`src/hdl/fsfr_pkg.sv`:
```
// Package with the frame constants, parser phases and result type.
`default_nettype none

package fsfr_pkg;

  // Frame layout.
  localparam logic [7:0]  HdrFirst  = 8'hFE;
  localparam logic [7:0]  HdrSecond = 8'h0A;
  localparam int unsigned FrameLen  = 14;
  localparam int unsigned FirstData = 2;
  localparam int unsigned CheckPos  = 12;
  localparam int unsigned LastPos   = FrameLen - 1;
  localparam int unsigned IdxW      = $clog2(FrameLen);

  // Parser phases: hunting for the first header byte, expecting the
  // second one, and collecting the frame body.
  typedef enum logic [1:0] {
    PH_IDLE,
    PH_SYNC,
    PH_DATA
  } phase_e;

  // One decoded frame.
  typedef struct packed {
    logic        checksum_ok;
    logic [15:0] flow_x_sum;
    logic [15:0] flow_y_sum;
    logic [15:0] span_us;
    logic [15:0] ground_dist;
    logic [7:0]  quality;
    logic [7:0]  version_byte;
  } fsfr_result_t;

endpackage

`default_nettype wire

```
`src/hdl/flow_sensor_frame_receiver_core.sv`:
```
// Top level of the optical-flow sensor frame receiver.
//
//  Channel | Handshake               | Payload
//  --------+-------------------------+-------------------------------------
//  input   | in_valid_i / in_ready_o | rx_byte_i
//  output  | out_valid_o/out_ready_i | checksum_ok_o .. version_byte_o
//
// A byte enters every cycle unless a waiting result holds input off.
// A frame result enters the result register when the parser takes its last byte.
// Reset returns the parser to header hunting and empties both registers.
// A waiting result holds off only a byte that ends a frame; that byte stays
// in the input register and input resumes as soon as the result is taken.
`default_nettype none

module flow_sensor_frame_receiver_core
  import fsfr_pkg::*;
(
  input  wire logic        clk_i,
  input  wire logic        rst_ni,
  input  wire logic        in_valid_i,
  output logic             in_ready_o,
  input  wire logic [7:0]  rx_byte_i,
  output logic             out_valid_o,
  input  wire logic        out_ready_i,
  output logic             checksum_ok_o,
  output logic [15:0]      flow_x_sum_o,
  output logic [15:0]      flow_y_sum_o,
  output logic [15:0]      span_us_o,
  output logic [15:0]      ground_dist_o,
  output logic [7:0]       quality_o,
  output logic [7:0]       version_byte_o
);

  logic         byte_vld;
  logic [7:0]   byte_q;
  logic         step;
  logic         res_vld;
  logic         out_free;
  fsfr_result_t res;
  fsfr_result_t res_out;

  // A held byte is parsed unless it ends a frame while the result register
  // is still occupied.
  assign step = byte_vld && (out_free || !res_vld);

  fsfr_in_reg u_in_reg (
    .clk_i      (clk_i),
    .rst_ni     (rst_ni),
    .in_valid_i (in_valid_i),
    .in_ready_o (in_ready_o),
    .rx_byte_i  (rx_byte_i),
    .take_i     (step),
    .byte_vld_o (byte_vld),
    .byte_o     (byte_q)
  );

  fsfr_parser u_parser (
    .clk_i     (clk_i),
    .rst_ni    (rst_ni),
    .step_i    (step),
    .byte_i    (byte_q),
    .res_vld_o (res_vld),
    .res_o     (res)
  );

  fsfr_out_reg u_out_reg (
    .clk_i       (clk_i),
    .rst_ni      (rst_ni),
    .load_i      (step && res_vld),
    .res_i       (res),
    .out_valid_o (out_valid_o),
    .out_ready_i (out_ready_i),
    .free_o      (out_free),
    .res_o       (res_out)
  );

  // Result fields onto their ports.
  assign checksum_ok_o  = res_out.checksum_ok;
  assign flow_x_sum_o   = res_out.flow_x_sum;
  assign flow_y_sum_o   = res_out.flow_y_sum;
  assign span_us_o      = res_out.span_us;
  assign ground_dist_o  = res_out.ground_dist;
  assign quality_o      = res_out.quality;
  assign version_byte_o = res_out.version_byte;

endmodule

`default_nettype wire

```
`src/hdl/fsfr_in_reg.sv`:
```
// Input register stage that holds one received byte until the parser takes it.
`default_nettype none

module fsfr_in_reg
  import fsfr_pkg::*;
(
  input  wire logic       clk_i,
  input  wire logic       rst_ni,
  input  wire logic       in_valid_i,
  output logic            in_ready_o,
  input  wire logic [7:0] rx_byte_i,
  input  wire logic       take_i,
  output logic            byte_vld_o,
  output logic [7:0]      byte_o
);

  logic       vld_q, vld_d;
  logic [7:0] byte_q;

  // The stage can load when empty or when its byte leaves this cycle.
  assign in_ready_o = !vld_q || take_i;
  assign vld_d      = (vld_q && !take_i) || in_valid_i;

  always_ff @(posedge clk_i or negedge rst_ni) begin
    if (!rst_ni) begin
      vld_q <= 1'b0;
    end else if (in_ready_o) begin
      vld_q <= vld_d;
    end
  end

  // Payload register, loaded on every accepted transaction.
  always_ff @(posedge clk_i) begin
    if (in_valid_i && in_ready_o) begin
      byte_q <= rx_byte_i;
    end
  end

  assign byte_vld_o = vld_q;
  assign byte_o     = byte_q;

endmodule

`default_nettype wire

```
`src/hdl/fsfr_parser.sv`:
```
// Frame parser: header sync, byte index, running XOR and frame byte store.
`default_nettype none

module fsfr_parser
  import fsfr_pkg::*;
(
  input  wire logic   clk_i,
  input  wire logic   rst_ni,
  input  wire logic   step_i,
  input  wire logic [7:0] byte_i,
  output logic        res_vld_o,
  output fsfr_result_t res_o
);

  phase_e          phase_q, phase_d;
  logic [IdxW-1:0] idx_q, idx_d;
  logic [7:0]      xor_q, xor_d;
  logic            store_en;
  logic [7:0]      data_q [FirstData:CheckPos];

  // Next phase, byte index and running XOR.
  always_comb begin
    phase_d = phase_q;
    idx_d   = idx_q;
    xor_d   = xor_q;
    case (phase_q)
      PH_IDLE: begin
        if (byte_i == HdrFirst) begin
          phase_d = PH_SYNC;
        end
      end
      PH_SYNC: begin
        // A wrong second byte is dropped, even a repeated first header byte.
        if (byte_i == HdrSecond) begin
          phase_d = PH_DATA;
          idx_d   = IdxW'(FirstData);
          xor_d   = 8'h00;
        end else begin
          phase_d = PH_IDLE;
        end
      end
      PH_DATA: begin
        if (idx_q < IdxW'(CheckPos)) begin
          xor_d = xor_q ^ byte_i;
        end
        if (idx_q == IdxW'(LastPos)) begin
          phase_d = PH_IDLE;
          xor_d   = 8'h00;
        end else begin
          idx_d = idx_q + IdxW'(1);
        end
      end
      default: begin
        phase_d = PH_IDLE;
        xor_d   = 8'h00;
      end
    endcase
  end

  // Outputs of the phase logic: byte store enable and frame end.
  always_comb begin
    store_en  = 1'b0;
    res_vld_o = 1'b0;
    case (phase_q)
      PH_DATA: begin
        store_en  = 1'b1;
        res_vld_o = (idx_q == IdxW'(LastPos));
      end
      default: begin
        store_en  = 1'b0;
        res_vld_o = 1'b0;
      end
    endcase
  end

  always_ff @(posedge clk_i or negedge rst_ni) begin
    if (!rst_ni) begin
      phase_q <= PH_IDLE;
      idx_q   <= '0;
      xor_q   <= 8'h00;
    end else if (step_i) begin
      phase_q <= phase_d;
      idx_q   <= idx_d;
      xor_q   <= xor_d;
    end
  end

  // Frame bytes 2 to 12; the trailing byte is never read, so it is not kept.
  always_ff @(posedge clk_i) begin
    for (int i = FirstData; i <= CheckPos; i++) begin
      if (step_i && store_en && idx_q == IdxW'(i)) begin
        data_q[i] <= byte_i;
      end
    end
  end

  // Result fields, little-endian pairs straight from the byte store.
  always_comb begin
    res_o.checksum_ok  = (xor_q == data_q[CheckPos]);
    res_o.flow_x_sum   = {data_q[3], data_q[2]};
    res_o.flow_y_sum   = {data_q[5], data_q[4]};
    res_o.span_us      = {data_q[7], data_q[6]};
    res_o.ground_dist  = {data_q[9], data_q[8]};
    res_o.quality      = data_q[10];
    res_o.version_byte = data_q[11];
  end

endmodule

`default_nettype wire

```
`src/hdl/fsfr_out_reg.sv`:
```
// Result register that holds one decoded frame until it is taken.
`default_nettype none

module fsfr_out_reg
  import fsfr_pkg::*;
(
  input  wire logic   clk_i,
  input  wire logic   rst_ni,
  input  wire logic   load_i,
  input  wire fsfr_result_t res_i,
  output logic        out_valid_o,
  input  wire logic   out_ready_i,
  output logic        free_o,
  output fsfr_result_t res_o
);

  logic         vld_q, vld_d;
  fsfr_result_t res_q;

  // The register is free when empty or when its result is taken now.
  assign free_o = !vld_q || out_ready_i;
  assign vld_d  = (vld_q && !out_ready_i) || load_i;

  always_ff @(posedge clk_i or negedge rst_ni) begin
    if (!rst_ni) begin
      vld_q <= 1'b0;
    end else begin
      vld_q <= vld_d;
    end
  end

  always_ff @(posedge clk_i) begin
    if (load_i) begin
      res_q <= res_i;
    end
  end

  assign out_valid_o = vld_q;
  assign res_o       = res_q;

endmodule

`default_nettype wire

```
`config.mk`:
```
export PLATFORM = sky130hd
export DESIGN_NAME = flow_sensor_frame_receiver_core
export DESIGN_NICKNAME = d
export VERILOG_FILES = /design/src/hdl/fsfr_pkg.sv /design/src/hdl/flow_sensor_frame_receiver_core.sv /design/src/hdl/fsfr_in_reg.sv /design/src/hdl/fsfr_parser.sv /design/src/hdl/fsfr_out_reg.sv
export SDC_FILE = /design/constraint.sdc
export NUM_CORES = 1
export LEC_CHECK = 0
export BUFFER_PORTS_ARGS = -buffer_cell sky130_fd_sc_hd__buf_2
export CORE_MARGIN = 2
export CORE_UTILIZATION = 30
export DETAILED_ROUTE_END_ITERATION = 7
export SKIP_CTS_REPAIR_TIMING = 1
export SYNTH_ARGS = -nofsm -noshare
export SYNTH_HDL_FRONTEND = slang
export SYNTH_SLANG_ARGS = --single-unit
```
`constraint.sdc`:
```
create_clock -name clk_i -period 7 [get_ports clk_i]
set_clock_uncertainty 0.05 [all_clocks]
set_input_delay 1.4 -clock clk_i [delete_from_list [all_inputs] [get_ports clk_i]]
set_output_delay 1.4 -clock clk_i [all_outputs]
set_load 0.1 [all_outputs]
```
==> flow_summary.json <==
{
  "outcome": "finished, final reports clean",
  "ys_seq_elements": 193,
  "cts_max_path_buffers": 2,
  "synth_edf_count": 177,
  "p_per_area_mw_per_mm2": 304,
  "die_h_um": 151,
  "avgViaCountPerCell": 4.31,
  "syn_inst": 309,
  "io_pins": 95,
  "gp_congestion": 0.808,
  "cp.arrival_ns": 2.30,
  "min_to": "flow_x_sum_o[6]",
  "final_layout_size_suffix_gt1_share_pct": 31.8,
  "initial_utilization_pct": 30.7,
  "nets": 434,
  "place_area_mm2": 0.00727,
  "diodes": 0,
  "required_ns": 5.55,
  "fmax_mhz": 267,
  "fin_crit_sh_pct": 53.6,
  "grt-ovfl-total": 0,
  "rrSetupSlack_ns": 4.29,
  "startpoint": "u_parser.idx_q[1]",
  "synth_area_mm2": 0.00646,
  "cts_tree": "built",
  "finalHoldViolCount": 0,
  "ir_drop_mv": 0.152,
  "cpMaxStageDelayCell": "dfrtp_1",
  "avgSynthCellArea_um2": 20.9,
  "criticalPathCategory": "register to output pin",
  "hold_class": "register to register",
  "track_usage_pct": 10.8,
  "finalNonFillerCells": 706,
  "hold_path_startpoint": "u_parser.data_q[2][6]",
  "cts.sinks": 193,
  "reg2reg_to": "u_out_reg.res_o[80]",
  "cp_slowest_stage_delay_ns": 0.44,
  "vias": 3041,
  "antenna_found_initial": 0,
  "leakagePower_nw": 2.72,
  "totalWireLength_um": 11700,
  "ant_nets": 0,
  "clk_pin_slew_worst_paths_ns": 0.07,
  "post-place-cells": 674,
  "cts_buffers": 17,
  "insertion_delay_ns": 0.43,
  "slew_headroom_pct": 24.3,
  "root_buffer": "clkbuf_16",
  "path_max_fanout": 6,
  "drc": 0,
  "yosys_warnings": 0,
  "drv_slew": 0,
  "finalSetupViolCount": 0,
  "crit_top_cell": "inv_1",
  "design_area_mm2": 0.00783,
  "grt_pass1_vias": 3002,
  "io_buffers": 94,
  "areaGrowthSynthToFinish_pct": 21.2,
  "critPathLaunchType": "register",
  "grt_start_max_net_pins": 82,
  "rows": 53,
  "end_kind": "output pin",
  "cap_violations": 0,
  "rsz0062_at_grt": "false",
  "reg2regPathDepth": 6,
  "grt_first_pass_wirelength_um": 17500,
  "wire_per_inst_um": 16.5,
  "synthDistinctLibCells": 41,
  "h-tree-depth": 4,
  "synth_flop_cell": "edfxtp_1",
  "min_period_ns": 3.75,
  "path_cells": "inv_1, ha_1, nand3_4, or2_2, nor2_1, inv_1, buf_2",
  "worstMarginPinSlew_ns": 1.13,
  "whs_path_depth": 0,
  "fp.dieW_um": 151,
  "dp_hpwl_um": 7470,
  "dr.pass1.iters": 4,
  "core-area_mm2": 0.0211,
  "async_reset_ff_share_pct": 8.29,
  "synth-seq-area-share_pct": 88.4,
  "dieArea_mm2": 0.0227,
  "r2r-start": "u_parser.idx_q[1]",
  "first_iter_violations": 213,
  "syn-num-nets": 325,
  "final_util_pct": 37.1,
  "setup_tns_ns": 0
}
-- final cells by class --
class | instances | area [um^2]
Sequential cell | 193 | 5720
Clock inverter | 14 | 131
Fill cell | 1941 | 13300
Clock buffer | 18 | 429
Timing Repair Buffer | 95 | 478
Tap cell | 275 | 344
Multi-Input combinational cell | 104 | 708
Inverter | 7 | 26.3
-- logic make-up after synthesis --
family / Yosys count / synth area share [%]
and+or+nand+nor: 58 / 5.13
DFF: 193 / 88.4
muxes: 2 / 0.310
adders and majority gates: 4 / 0.774
xor gates and xnor gates: 8 / 1.08
AOI/OAI and AO/OA: 32 / 3.35
buffers and inverters: 12 / 0.929
-- Yosys cell counts (all sizes together), types with 3 or more instances --
library cell / instances / area share (%)
inv: 7 / 0.41
a21oi: 10 / 0.83
nor2: 5 / 0.29
edfxtp: 177 / 82
or2: 3 / 0.29
nand4: 4 / 0.39
o21ai: 4 / 0.31
buf: 5 / 0.52
a31oi: 8 / 0.77
and2: 8 / 0.77
dfrtp: 16 / 6.2
ha: 4 / 0.77
nor2b: 3 / 0.29
xnor2: 8 / 1.1
nand2: 20 / 1.2
-- worst max-delay path, delay by kind of cell, from the launching register on --
| kind | cells | cell delay, ns |
|---|---|---|
| adder cells (fa/ha/maj) | 1 | 0.29 |
| buffers and inverters | 3 | 0.46 |
| flip-flops | 1 | 0.44 |
| AND/OR/NAND/NOR | 3 | 0.68 |
-- state kept, by name, summed over array words and instances, names as in the netlist --
name / cells
u_parser.xor_q: 8
span_us_o: 16
u_parser.idx_q: 4
u_in_reg.byte_o: 8
flow_y_sum_o: 16
flow_x_sum_o: 16
u_parser.phase_q: 2
u_in_reg.byte_vld_o: 1
u_out_reg.res_o: 1
u_out_reg.out_valid_o: 1
quality_o: 8
version_byte_o: 8
ground_dist_o: 16
u_parser.data_q: 88
-- layout by cell type (no fill, tap or decap), drive strengths merged, types with 2 or more instances in the layout --
| cell type | n |
|---|---|
| a21oi | 10 |
| a31oi | 8 |
| and2 | 8 |
| buf | 95 |
| clkbuf | 18 |
| clkinv | 5 |
| clkinvlp | 3 |
| dfrtp | 16 |
| edfxtp | 177 |
| ha | 4 |
| inv | 12 |
| mux2i | 2 |
| nand2 | 20 |
| nand2b | 2 |
| nand3 | 2 |
| nand3b | 2 |
| nand4 | 4 |
| nor2 | 5 |
| nor2b | 3 |
| nor3 | 2 |
| nor4b | 2 |
| o21ai | 4 |
| or2 | 3 |
| xnor2 | 8 |
-- worst max path at each step --
stage	slack [ns]	cells after the start	endpoint
global route	3.09	7	in_ready_o
finish	3.25	7	in_ready_o
detailed placement	3.34	5	in_ready_o
CTS	3.23	7	in_ready_o
global placement	3.33	5	in_ready_o
floorplan	1.58	2	flow_x_sum_o[0]
-- metrics by stage --
stage	power, W	hold WS, ns	setup WS [ns]
after floorplan	0.00145	0.350	1.58
after global placement	0.00149	0.351	3.33
after global routing	0.00246	0.372	3.09
after detailed placement	0.00150	0.355	3.34
after CTS	0.00240	0.370	3.23
final	0.00238	0.368	3.25
-- power breakdown --
group / internal [W] / switching (W) / total [W]
logic: 0.0000515 / 0.0000795 / 0.000131
clock network: 0.000496 / 0.000405 / 0.000901
registers: 0.00129 / 0.0000562 / 0.00135
-- routing by layer --
| metal | wire (um) | track usage, % | up-vias | part of all wire, % |
|---|---|---|---|---|
| met5 | 0 | 0 | - | 0 |
| met4 | 289 | 5.47 | 0 | 2.5 |
| met3 | 743 | 3.28 | 23 | 6.4 |
| met2 | 5500 | 16.5 | 118 | 47 |
| met1 | 5140 | 13.8 | 1478 | 44 |
| li1 | - | - | 1422 | - |
Power figures use the tool's default switching activity.
